File: src/rtl/max_pool_2d_with_argmax_defines.svh
// Assertion macros shared by the max pooling block.
`ifndef MAX_POOL_2D_WITH_ARGMAX_DEFINES_SVH
`define MAX_POOL_2D_WITH_ARGMAX_DEFINES_SVH
// Condition must never hold at a clock edge outside reset.
`define MP2D_NEVER(lbl, cond, msg) \
	lbl: assert property (@(posedge clk) disable iff (!arst_n) !(cond)) else $error(msg);
// Antecedent implies consequent in the following cycle.
`define MP2D_NEXT(lbl, ante, cons, msg) \
	lbl: assert property (@(posedge clk) disable iff (!arst_n) (ante) |=> (cons)) else $error(msg);
`endif

File: src/rtl/mp2d_pkg.sv
// Package for the max pooling block: sizes, register indexes and shared types.
package mp2d_pkg;
	localparam int POOL_MAX = 8;
	localparam int MAX_W    = 1024;
	localparam int DATA_W   = 16;
	localparam int Q_DEPTH  = 4;

	typedef enum logic [2:0] {
		CFG_POOL_H   = 3'd0,
		CFG_POOL_W   = 3'd1,
		CFG_STRIDE_H = 3'd2,
		CFG_STRIDE_W = 3'd3,
		CFG_PLANE_H  = 3'd4,
		CFG_PLANE_W  = 3'd5
	} cfg_idx_t;

	// Horizontal maximum of one row segment and its column offset.
	typedef struct packed {
		logic [DATA_W-1:0] val;
		logic [2:0]        off;
	} line_t;

	// One horizontal window handed from front to back.
	typedef struct packed {
		logic [POOL_MAX-1:0][DATA_W-1:0] pix;  // pix[j] is column left+j
		logic [2:0] pwm1;                     // window width minus one
		logic [2:0] phm1;                     // window height minus one
		logic [2:0] bank;                     // row modulo POOL_MAX
		logic [9:0] left;
		logic [9:0] top;
		logic [9:0] orow;
		logic [9:0] ocol;
		logic       emit;
		logic       last;
	} q_item_t;
endpackage

File: src/rtl/mp2d_queue.sv
// Short queue of window items between front and back.
module mp2d_queue (
	input  logic              clk,
	input  logic              arst_n,
	input  logic              push,
	input  mp2d_pkg::q_item_t push_item,
	input  logic              pop,
	output mp2d_pkg::q_item_t head,
	output logic              empty,
	output logic              full
);
	import mp2d_pkg::*;
	`include "max_pool_2d_with_argmax_defines.svh"

	q_item_t    mem_q [Q_DEPTH];
	logic [1:0] wr_q, rd_q;
	logic [2:0] count_q;

	assign empty = count_q == 3'd0;
	assign full  = count_q == 3'(Q_DEPTH);
	assign head  = mem_q[rd_q];

	// Store pushed items.
	always_ff @(posedge clk) begin
		if (push) mem_q[wr_q] <= push_item;
	end

	// Advance pointers and count.
	always_ff @(posedge clk or negedge arst_n) begin
		if (!arst_n) begin
			wr_q <= '0; rd_q <= '0; count_q <= '0;
		end else begin
			if (push) wr_q <= wr_q + 2'd1;
			if (pop)  rd_q <= rd_q + 2'd1;
			if (push && !pop) count_q <= count_q + 3'd1;
			else if (pop && !push) count_q <= count_q - 3'd1;
		end
	end

	`MP2D_NEVER(a_q_no_overflow, push && full, "queue push while full")
	`MP2D_NEXT(a_q_count_up, push && !pop, count_q == $past(count_q) + 3'd1, "queue count slip")
endmodule

File: config.mk
export PLATFORM = sky130hd
export DESIGN_NAME = mp2d_queue
export DESIGN_NICKNAME = d
export VERILOG_FILES = /design/src/rtl/mp2d_pkg.sv /design/src/rtl/mp2d_queue.sv
export VERILOG_INCLUDE_DIRS = /design/src /design/src/rtl
export SDC_FILE = /design/constraint.sdc
export NUM_CORES = 1
export LEC_CHECK = 0
export BUFFER_PORTS_ARGS = -buffer_cell sky130_fd_sc_hd__buf_2
export CAP_MARGIN = 20
export CORE_UTILIZATION = 45
export DETAILED_ROUTE_END_ITERATION = 10
export MAX_ROUTING_LAYER = met4
export PLACE_DENSITY = 0.73
export SYNTH_ARGS = -nofsm -noshare
export SYNTH_HDL_FRONTEND = slang
export SYNTH_SLANG_ARGS = --single-unit
export TNS_END_PERCENT = 1
File: constraint.sdc
create_clock -name clk -period 9.7 [get_ports clk]
set_clock_uncertainty 0.2 [all_clocks]
set_input_delay 0.485 -clock clk [delete_from_list [all_inputs] [get_ports clk]]
set_output_delay 0.485 -clock clk [all_outputs]
set_load 0.02 [all_outputs]
==> impl_metrics.py <==
metrics = {
    "status": {
        "status": "completed",
    },
    "run": {
        "maxCapViolations": 0,
    },
    "detailed_routing": {
        "routed_wirelength_microns": 52000,
        "viasPerCell": 5.19,
        "drt-initial-drc-count": 811,
        "drc_errors": 0,
        "wire_per_inst_microns": 21.8,
        "first_pass_iters": 5,
        "ant_nets": 0,
        "vias": 12400,
    },
    "setup_path": {
        "worst_ep_arrival_time_ns": 3.36,
        "end_kind": "primary output",
        "r2r_slack_ns": 6.56,
        "start_kind": "flop",
        "timing.rr.end": "mem_q[1][113]",
        "critical_path_class": "flop to primary output",
        "reg2reg_depth": 5,
        "required_ns": 9.02,
        "path_max_fanout": 45,
        "timing.rr.start": "wr_q[1]",
    },
    "logic_synthesis": {
        "avgSynthCellArea_sq_um": 27.0,
        "synth_edf_count": 716,
        "synth_top_cells_by_area": "edfxtp_1 82%, mux4_2 15%, dfrtp_1 0.67%",
        "ys_seq_area_share_pct": 82.8,
        "synthArstFlopShare_pct": 0.968,
        "synth_seq_cells": 723,
        "yosysMostFrequentCell": "edfxtp_1",
        "synthDistinctLibCells": 20,
        "synth_top_area_share_pct": 82.1,
        "netlist_area_sq_um": 26200,
        "synth.top_cells.by_count": "716 x edfxtp_1, 179 x mux4_2, 21 x buf_2",
        "syn-num-nets": 1158,
        "ys.warnings.count": 0,
        "ys.flop_type": "edfxtp_1",
        "yosysTopAreaCell": "edfxtp_1",
        "synthCells": 969,
    },
    "clocking": {
        "cts_buffers": 74,
        "tritoncts": "yes",
        "path_clk_slew_ns": 0.06,
        "cts_root_buf": "clkbuf_16",
        "clock_path_buffers": 3,
        "htreeDepth": 3,
        "clock_sinks": 723,
        "clock_latency_ns": 0.60,
    },
    "timing": {
        "fmax_mhz": 247,
        "period_minus_slack_ns": 4.05,
        "tightestPinTransition_ns": 1.14,
        "hold_viol_final": 0,
        "tns_ns": 0,
        "slew_viol_final": 0,
        "fin_crit_sh_pct": 41.7,
        "setup_viol": 0,
        "slew_headroom_pct": 24.1,
        "whs_ns": 0.0526,
        "rsz0062_at_grt": "no",
    },
    "layout": {
        "drive_gt1_share_pct": 40.9,
        "nets": 1752,
        "fillCellCount": 4126,
        "synthToLayoutAreaGrowth_pct": 25.6,
    },
    "pwr": {
        "power_leakage_nw": 11.3,
        "powerDensity_nw_per_um2": 303,
        "ir_drop_v": 0.000286,
    },
    "floorplan": {
        "start_util_pct": 45.5,
        "rows": 88,
        "die_width_microns": 243,
        "design.die.area_sq_um": 59200,
        "die_height_microns": 243,
        "core_sq_um": 57600,
        "pin_count": 364,
    },
    "worst_hold_path": {
        "hp-class": "input port to async pin",
    },
    "placement": {
        "hpwl_microns": 29100,
        "gp_congestion": 0.747,
        "portBuffers": 363,
    },
    "global_routing": {
        "grt_max_degree": 94,
        "antenna_found_initial": 4,
        "grt-ovfl-total": 0,
        "grt_pass1_wl_microns": 79600,
        "first_global_vias": 13700,
        "grt_use_total_pct": 18.5,
    },
}
==> layer usage <==
metal  vias to the layer above  routed length [microns]  track usage, %
met3                        95                     3630            4.88
met4                         0                     1210            6.14
met5                         -                        0               -
met2                       421                    26300            29.4
met1                      6478                    20800            23.1
li1                       5408                        -               -
==> final cells by class <==
class / count / area, sq um / share of cell area (%)
Multi-Input combinational cell: 202 / 4240 / 12.9
Timing Repair Buffer: 558 / 3750 / 11.4
Clock buffer: 94 / 1960 / 5.95
Tap cell: 765 / 957 / 2.91
Inverter: 4 / 15.0 / 0.0456
Clock inverter: 39 / 278 / 0.845
Antenna cell: 4 / 10.0 / 0.0304
Sequential cell: 723 / 21700 / 65.9
==> what timing repair did <==
item | CTS | global route
endpoints found under the hold margin | 727 | 0
buffers inserted | 0 | 0
gates resized for setup | 0 | 0
hold buffers | 182 | 0
==> how the worst max path moves through the flow <==
| stage | from | end | slack [ns] | depth (start not counted) |
|---|---|---|---|---|
| 2_1_floorplan | wr_q[0] | mem_q[2][0] | 4.24 | 3 |
| 4_1_cts | rd_q[0] | head[110] | 5.49 | 3 |
| 3_3_place_gp | rd_q[0] | head[110] | 6.16 | 3 |
| 5_1_grt | rd_q[0] | head[121] | 5.30 | 3 |
| 3_5_place_dp | rd_q[0] | head[132] | 6.16 | 3 |
| 6_report | rd_q[0] | head[138] | 5.65 | 3 |
==> stage by stage <==
| stage | setup WS (ns) | std cells | power (mW) | instance area (sq um) | utilization (%) |
|---|---|---|---|---|---|
| after floorplan | 4.24 | 969 | 6.50 | 26200 | - |
| after global placement | 6.16 | 2070 | 7.35 | 28800 | 50.1 |
| after detailed placement | 6.16 | 2070 | 7.40 | 28800 | 50.1 |
| after CTS | 5.49 | 2385 | 10.1 | 32900 | 57.1 |
| after global routing | 5.30 | 2389 | 10.4 | 32900 | 57.1 |
| final | 5.65 | 2389 | 9.95 | 32900 | 57.1 |
==> worst max-delay path, stage by stage (launching register included) <==
cell and delay, ns:
dfrtp_4 1.01, buf_4 0.86, mux4_2 0.61, buf_2 0.18
==> logic make-up (layout without fill, tap and decap cells) <==
family	count (synthesis)	count (layout)	share of synthesized area, %
flops	723	723	82.8
mux	180	180	15.4
buf+inv	44	695	1.06
simple gates	9	9	0.186
fa+ha+maj	6	6	0.315
xor+xnor	6	6	0.201
compound gates	1	1	0.0191
other cells	0	4	0
==> state kept, by name, summed over array words and instances (netlist names) <==
| name | cells |
|---|---|
| wr_q | 2 |
| rd_q | 2 |
| count_q | 3 |
| mem_q | 716 |
==> cell usage in the layout (no fill, tap or decap) <==
cell type        n
edfxtp_1       716
buf_2          363
dlygate4sd3_1  182
mux4_2         179
clkbuf_16       74
clkbuf_1        17
clkinv_1        15
buf_4           12
clkinv_2         9
inv_6            7
ha_1             5
dfrtp_1          5
diode_2          4
inv_1            4
and2_4           4
xor2_1           4
clkinvlp_4       4
clkbuf_8         3
xnor2_1          2
nand2_1          2
bufinv_16        2
dfrtp_4          2
nor3b_1          1
nor3_1           1
mux2_2           1
o21ai_0          1
nor2_1           1
fa_1             1
clkinv_8         1
clkinv_4         1
buf_12           1
==> where the power goes <==
group / switching [mW] / internal [mW]
combinational: 1.78 / 1.22
clock: 1.13 / 1.49
sequential: 0.243 / 4.09
total: 3.15 / 6.80
No activity file was read; power rests on OpenSTA's default activity.
