### config.mk
export PLATFORM = sky130hd
export DESIGN_NAME = mp2d_front
export DESIGN_NICKNAME = d
export VERILOG_FILES = /design/src/rtl/max_pool_2d_with_argmax_defines.svh /design/src/rtl/mp2d_pkg.sv /design/src/rtl/mp2d_front.sv
export SDC_FILE = /design/constraint.sdc
export NUM_CORES = 1
export LEC_CHECK = 0
export BUFFER_PORTS_ARGS = -buffer_cell sky130_fd_sc_hd__buf_2
export CORE_ASPECT_RATIO = 0.7
export CORE_MARGIN = 1.5
export CORE_UTILIZATION = 45
export CTS_BUF_LIST = sky130_fd_sc_hd__clkbuf_16
export DETAILED_ROUTE_END_ITERATION = 10
export HOLD_SLACK_MARGIN = 0.15
export PLACE_DENSITY = 0.75
export REMOVE_ABC_BUFFERS = 1
export SETUP_SLACK_MARGIN = 0.3
export SYNTH_ARGS = -nofsm -noshare
export SYNTH_HDL_FRONTEND = slang
export SYNTH_SLANG_ARGS = --single-unit
### constraint.sdc
create_clock -name clk -period 6.2 [get_ports clk]
set_input_delay 0.93 -clock clk [delete_from_list [all_inputs] [get_ports clk]]
set_output_delay 0.93 -clock clk [all_outputs]
set_load 0.005 [all_outputs]
### src/rtl/max_pool_2d_with_argmax_defines.svh
// Assertion macros shared by the max pooling block.
`ifndef MAX_POOL_2D_WITH_ARGMAX_DEFINES_SVH
`define MAX_POOL_2D_WITH_ARGMAX_DEFINES_SVH
// Condition must never hold at a clock edge outside reset.
`define MP2D_NEVER(lbl, cond, msg) \
	lbl: assert property (@(posedge clk) disable iff (!arst_n) !(cond)) else $error(msg);
// Antecedent implies consequent in the following cycle.
`define MP2D_NEXT(lbl, ante, cons, msg) \
	lbl: assert property (@(posedge clk) disable iff (!arst_n) (ante) |=> (cons)) else $error(msg);
`endif

### src/rtl/mp2d_pkg.sv
// Package for the max pooling block: sizes, register indexes and shared types.
package mp2d_pkg;
	localparam int POOL_MAX = 8;
	localparam int MAX_W    = 1024;
	localparam int DATA_W   = 16;
	localparam int Q_DEPTH  = 4;

	typedef enum logic [2:0] {
		CFG_POOL_H   = 3'd0,
		CFG_POOL_W   = 3'd1,
		CFG_STRIDE_H = 3'd2,
		CFG_STRIDE_W = 3'd3,
		CFG_PLANE_H  = 3'd4,
		CFG_PLANE_W  = 3'd5
	} cfg_idx_t;

	// Horizontal maximum of one row segment and its column offset.
	typedef struct packed {
		logic [DATA_W-1:0] val;
		logic [2:0]        off;
	} line_t;

	// One horizontal window handed from front to back.
	typedef struct packed {
		logic [POOL_MAX-1:0][DATA_W-1:0] pix;  // pix[j] is column left+j
		logic [2:0] pwm1;                     // window width minus one
		logic [2:0] phm1;                     // window height minus one
		logic [2:0] bank;                     // row modulo POOL_MAX
		logic [9:0] left;
		logic [9:0] top;
		logic [9:0] orow;
		logic [9:0] ocol;
		logic       emit;
		logic       last;
	} q_item_t;
endpackage

### src/rtl/mp2d_front.sv
// Front end: configuration, plane position tracking and window classification.
module mp2d_front (
	input  logic                  clk,
	input  logic                  arst_n,
	input  logic                  cfg_we,
	input  logic [2:0]            cfg_index,
	input  logic [10:0]           cfg_data,
	input  logic                  in_valid,
	input  logic                  in_stall,
	input  logic [15:0]           pixel_value,
	output logic                  push,
	output mp2d_pkg::q_item_t     push_item
);
	import mp2d_pkg::*;

	logic [3:0]  ph_q, pw_q, sh_q, sw_q;
	logic [10:0] hh_q, ww_q;
	logic [3:0]  ph_e, pw_e, sh_e, sw_e;
	logic [10:0] hh_e, ww_e;
	logic [9:0]  r_q, c_q;
	logic [10:0] nxt_left_q, nxt_top_q;
	logic [9:0]  orow_q, ocol_q;
	logic [POOL_MAX-1:0][DATA_W-1:0] recent_q;
	logic [POOL_MAX-1:0][DATA_W-1:0] win;
	logic [10:0] cp1, rp1, left_w, top_w;
	logic        hwin, vwin, acc, row_end, plane_end;
	logic [2:0]  pwm1;

	// Clamp register values into their working ranges.
	always_comb begin
		ph_e = (ph_q == 4'd0) ? 4'd1 : ((ph_q > 4'd8) ? 4'd8 : ph_q);
		pw_e = (pw_q == 4'd0) ? 4'd1 : ((pw_q > 4'd8) ? 4'd8 : pw_q);
		sh_e = (sh_q == 4'd0) ? 4'd1 : sh_q;
		sw_e = (sw_q == 4'd0) ? 4'd1 : sw_q;
		hh_e = (hh_q == 11'd0) ? 11'd1 : ((hh_q > 11'd1024) ? 11'd1024 : hh_q);
		ww_e = (ww_q == 11'd0) ? 11'd1 : ((ww_q > 11'd1024) ? 11'd1024 : ww_q);
	end

	// Classify the incoming pixel.
	always_comb begin
		acc       = in_valid && !in_stall;
		cp1       = {1'b0, c_q} + 11'd1;
		rp1       = {1'b0, r_q} + 11'd1;
		left_w    = cp1 - {7'd0, pw_e};
		top_w     = rp1 - {7'd0, ph_e};
		hwin      = (cp1 >= {7'd0, pw_e}) && (left_w == nxt_left_q);
		vwin      = (rp1 >= {7'd0, ph_e}) && (top_w == nxt_top_q);
		row_end   = cp1 >= ww_e;
		plane_end = rp1 >= hh_e;
		pwm1      = 3'(pw_e - 4'd1);
		win[0]    = pixel_value;
		for (int k = 1; k < POOL_MAX; k++) win[k] = recent_q[k-1];
	end

	// Build the queue item, leftmost column first.
	always_comb begin
		for (int j = 0; j < POOL_MAX; j++) push_item.pix[j] = win[pwm1 - 3'(j)];
		push_item.pwm1 = pwm1;
		push_item.phm1 = 3'(ph_e - 4'd1);
		push_item.bank = r_q[2:0];
		push_item.left = left_w[9:0];
		push_item.top  = top_w[9:0];
		push_item.orow = orow_q;
		push_item.ocol = ocol_q;
		push_item.emit = vwin;
		push_item.last = ({1'b0, r_q} + {7'd0, sh_e} >= hh_e) &&
		                 ({1'b0, c_q} + {7'd0, sw_e} >= ww_e);
		push = acc && hwin;
	end

	// Load configuration and restart the plane on a write; advance positions and window counters per accepted pixel.
	always_ff @(posedge clk or negedge arst_n) begin
		if (!arst_n) begin
			ph_q <= 4'd2; pw_q <= 4'd2; sh_q <= 4'd2; sw_q <= 4'd2;
			hh_q <= 11'd32; ww_q <= 11'd32;
			r_q <= '0; c_q <= '0; nxt_left_q <= '0; nxt_top_q <= '0;
			orow_q <= '0; ocol_q <= '0; recent_q <= '0;
		end else if (cfg_we) begin
			unique case (cfg_idx_t'(cfg_index))
				CFG_POOL_H:   ph_q <= cfg_data[3:0];
				CFG_POOL_W:   pw_q <= cfg_data[3:0];
				CFG_STRIDE_H: sh_q <= cfg_data[3:0];
				CFG_STRIDE_W: sw_q <= cfg_data[3:0];
				CFG_PLANE_H:  hh_q <= cfg_data;
				CFG_PLANE_W:  ww_q <= cfg_data;
				default: ;
			endcase
			r_q <= '0; c_q <= '0; nxt_left_q <= '0; nxt_top_q <= '0;
			orow_q <= '0; ocol_q <= '0; recent_q <= '0;
		end else if (acc) begin
			recent_q <= win;
			if (row_end) begin
				c_q        <= '0;
				nxt_left_q <= '0;
				ocol_q     <= '0;
				if (plane_end) begin
					r_q       <= '0;
					nxt_top_q <= '0;
					orow_q    <= '0;
				end else begin
					r_q <= r_q + 10'd1;
					if (vwin) begin
						nxt_top_q <= nxt_top_q + {7'd0, sh_e};
						orow_q    <= orow_q + 10'd1;
					end
				end
			end else begin
				c_q <= c_q + 10'd1;
				if (hwin) begin
					nxt_left_q <= nxt_left_q + {7'd0, sw_e};
					ocol_q     <= ocol_q + 10'd1;
				end
			end
		end
	end
endmodule

==> flow_summary.toml <==
[power]
power_density_mw_per_mm2 = 345
total_power_mw = 6.73
ir_worst_vdd_uv = 172
p_leak_nw = 9.31

[final_layout]
nNetsFinal = 2458
multi_input_area_sq_mm = 0.0113
ff_latch_area_sq_mm = 0.00531
n_fill_cell = 3582
drive_gt1_share_pct = 16.8
syn_to_final_growth_pct = 12.0
fin_area_sq_mm = 0.0195
layout_commonest_cell = "nand2_1"
final_cells = 2861
layout_common_cells = "725 x nand2_1, 212 x buf_2, 206 x dfrtp_1"

[sta]
finalHoldViolCount = 0
finClkSkew_ns = 0.0155
holdWs_ns = 0.469
max_slew_margin_pct = 22.3
finalWorstPathRequiredPeriod_ns = 5.36
max_slew.worst_pin.slew_ns = 1.17
fmax_mhz = 187
finalSetupViolations = 0
rsz0062_at_grt = "no"
final_max_slew_viol_count = 0
period_share_pct = 86.4
fin_ws_ns = 0.841

[synth]
synth-edff-count = 0
yosysWarningCount = 0
synth-xor-area-share_pct = 5.52
synth_top_flop_cell = "dfrtp_1"
synth_compound_area_share_pct = 12.4
syn_inst = 2236
synth.cell_area_sq_mm = 0.0174
post_synth_mux_area_share_pct = 15.8
synth_seq_cells = 212
synth-seq-area-share_pct = 30.5
synthSimpleGateAreaFrac_pct = 25.0
synthAdderAreaFrac_pct = 6.01
ys_async_sr_fraction_pct = 100
syn_avg_cell_area_sq_um = 7.78
ys_types = 77
synth_top_family_by_area = "simple AND/OR/NAND/NOR gates"

[setup_path]
required_ns = 5.27
crit_family = "adder cells"
path_cells = "ha_1 > xor2_1 > ha_1 > a21o_1 > a21oi_1 > mux2i_1 > xnor3_1 > or2_1 > nor4_4 > buf_4 > nand2_2 > inv_2 > buf_2"
reg2reg_depth = 12
cp_max_fo = 16
crit_top_cell = "ha_1"
r2r_start = "c_q[0]"
critPathBufInv = 3
crit_arrival_ns = 4.43
r2r-end = "nxt_left_q[10]"
slowest_stage = "dfrtp_1"
worstSetupPathType = "flop to output port"
max_stage_delay_ns = 0.53
rrSetupSlack_ns = 1.56
cp-start-kind = "flop"
worstSetupEndpointType = "output port"

[floorplan]
dieHeight_um = 168
core_sq_mm = 0.0383
die_w_um = 238
io_pins = 215
dieArea_sq_mm = 0.0399
rows = 60
floorplan.initialDensity_pct = 45.4

[route]
vias_per_cell = 5.77
drc = 0
drtIter0Drc = 1576
ant_nets = 0
routedWlPerCell_um = 17.7
wirelength_mm = 50.7
via_count = 16514
firstDrtPassIters = 8

[cts]
root_buffer = "clkbuf_16"
clk_path_buf_depth = 3
cts-resized-gates = 0
cts_buffers = 25
cts_hold_buf = 0
clk_pin_slew_ns = 0.06
cts_setup_buffers = 0
cts_tree = "built"
clock_sinks = 212
htreeDepth = 1
clk-insertion-delay-late_ns = 0.55

[place]
dp.final_hpwl_mm = 35.5
dp.cells = 2812
io_buffers = 214
dpl-instance-area_sq_mm = 0.0187
gp_congestion = 0.936
place_ws_ns = 1.49

[global_route]
grt_pass1_vias = 15641
track_usage_pct = 24.9
grt_max_degree = 99
gr-total-overflow = 0
antenna_found_initial = 4
grt_pass1_wl_mm = 81.5

[job]
drv_cap = 0

[worst_hold_path]
hp-class = "input pin to asynchronous set/reset pin"

[status]
status = "completed"
-- per-stage QoR --
| stage | util, % | TNS (ns) |
|---|---|---|
| floorplan | - | -906.10 |
| global placement | 48.8 | 0 |
| detailed placement | 48.8 | 0 |
| CTS | 50.9 | 0 |
| global route | 50.9 | 0 |
| finish | 50.9 | 0 |
-- cells in the mapped netlist (21+ instances only) --
cell	instances	area share, %
nand2_1	726	16
dfrtp_1	206	30
mux2i_1	197	11
a21oi_1	134	3.9
o21ai_0	133	3.8
clkbuf_1	126	2.7
nand3_1	92	2.6
ha_1	74	5.3
mux2_2	69	4.5
nor2_1	64	1.4
xnor2_1	56	2.8
inv_1	42	0.91
xor2_1	21	1.1
-- layout make-up --
type                    instances  share of cell area (%)
multi-input cells            1819                    58.1
flip-flops and latches        212                    27.3
repair buffers                237                    6.44
clock buffers                  25                    3.21
well taps                     496                    3.18
inverters                      48                   0.937
clock inverters                20                   0.815
diodes                          4                  0.0514
-- power breakdown --
part	total [mW]	internal (mW)	switching, mW
clock network	1.45	0.819	0.630
logic	3.66	1.52	2.15
registers	1.62	1.48	0.140
total	6.73	3.82	2.92
-- layer usage --
layer / share of wire (%) / wire [um] / GRT usage (%)
met5: 0 / 0 / 0
met4: 2.5 / 1250 / 7.07
met3: 6.8 / 3450 / 4.39
met2: 45 / 23000 / 39.7
met1: 45 / 22900 / 34.5
-- worst max path at each step --
stage,end,depth (start not counted),startpoint
after detailed placement,push_item[1],13,r_q[0]
after global routing,push_item[1],13,r_q[0]
after global placement,push_item[1],13,r_q[0]
after CTS,push_item[1],13,r_q[0]
after floorplan,push_item[147],6,pw_q[1]
final,push_item[1],13,r_q[0]
-- registers in the layout (all words and copies together) (netlist names), 10 cells and up --
signal,cells
orow_q,10
recent_q,112
nxt_top_q,11
hh_q,11
r_q,10
ww_q,11
nxt_left_q,11
ocol_q,10
c_q,10
-- kinds of logic after synthesis --
logic type,count (synthesis)
and+or+nand+nor,1012
AOI/OAI and AO/OA,371
muxes,266
DFF,212
buffers and inverters,205
xor gates and xnor gates,90
adders and majority gates,80
No activity file was read; power rests on OpenSTA's default activity.
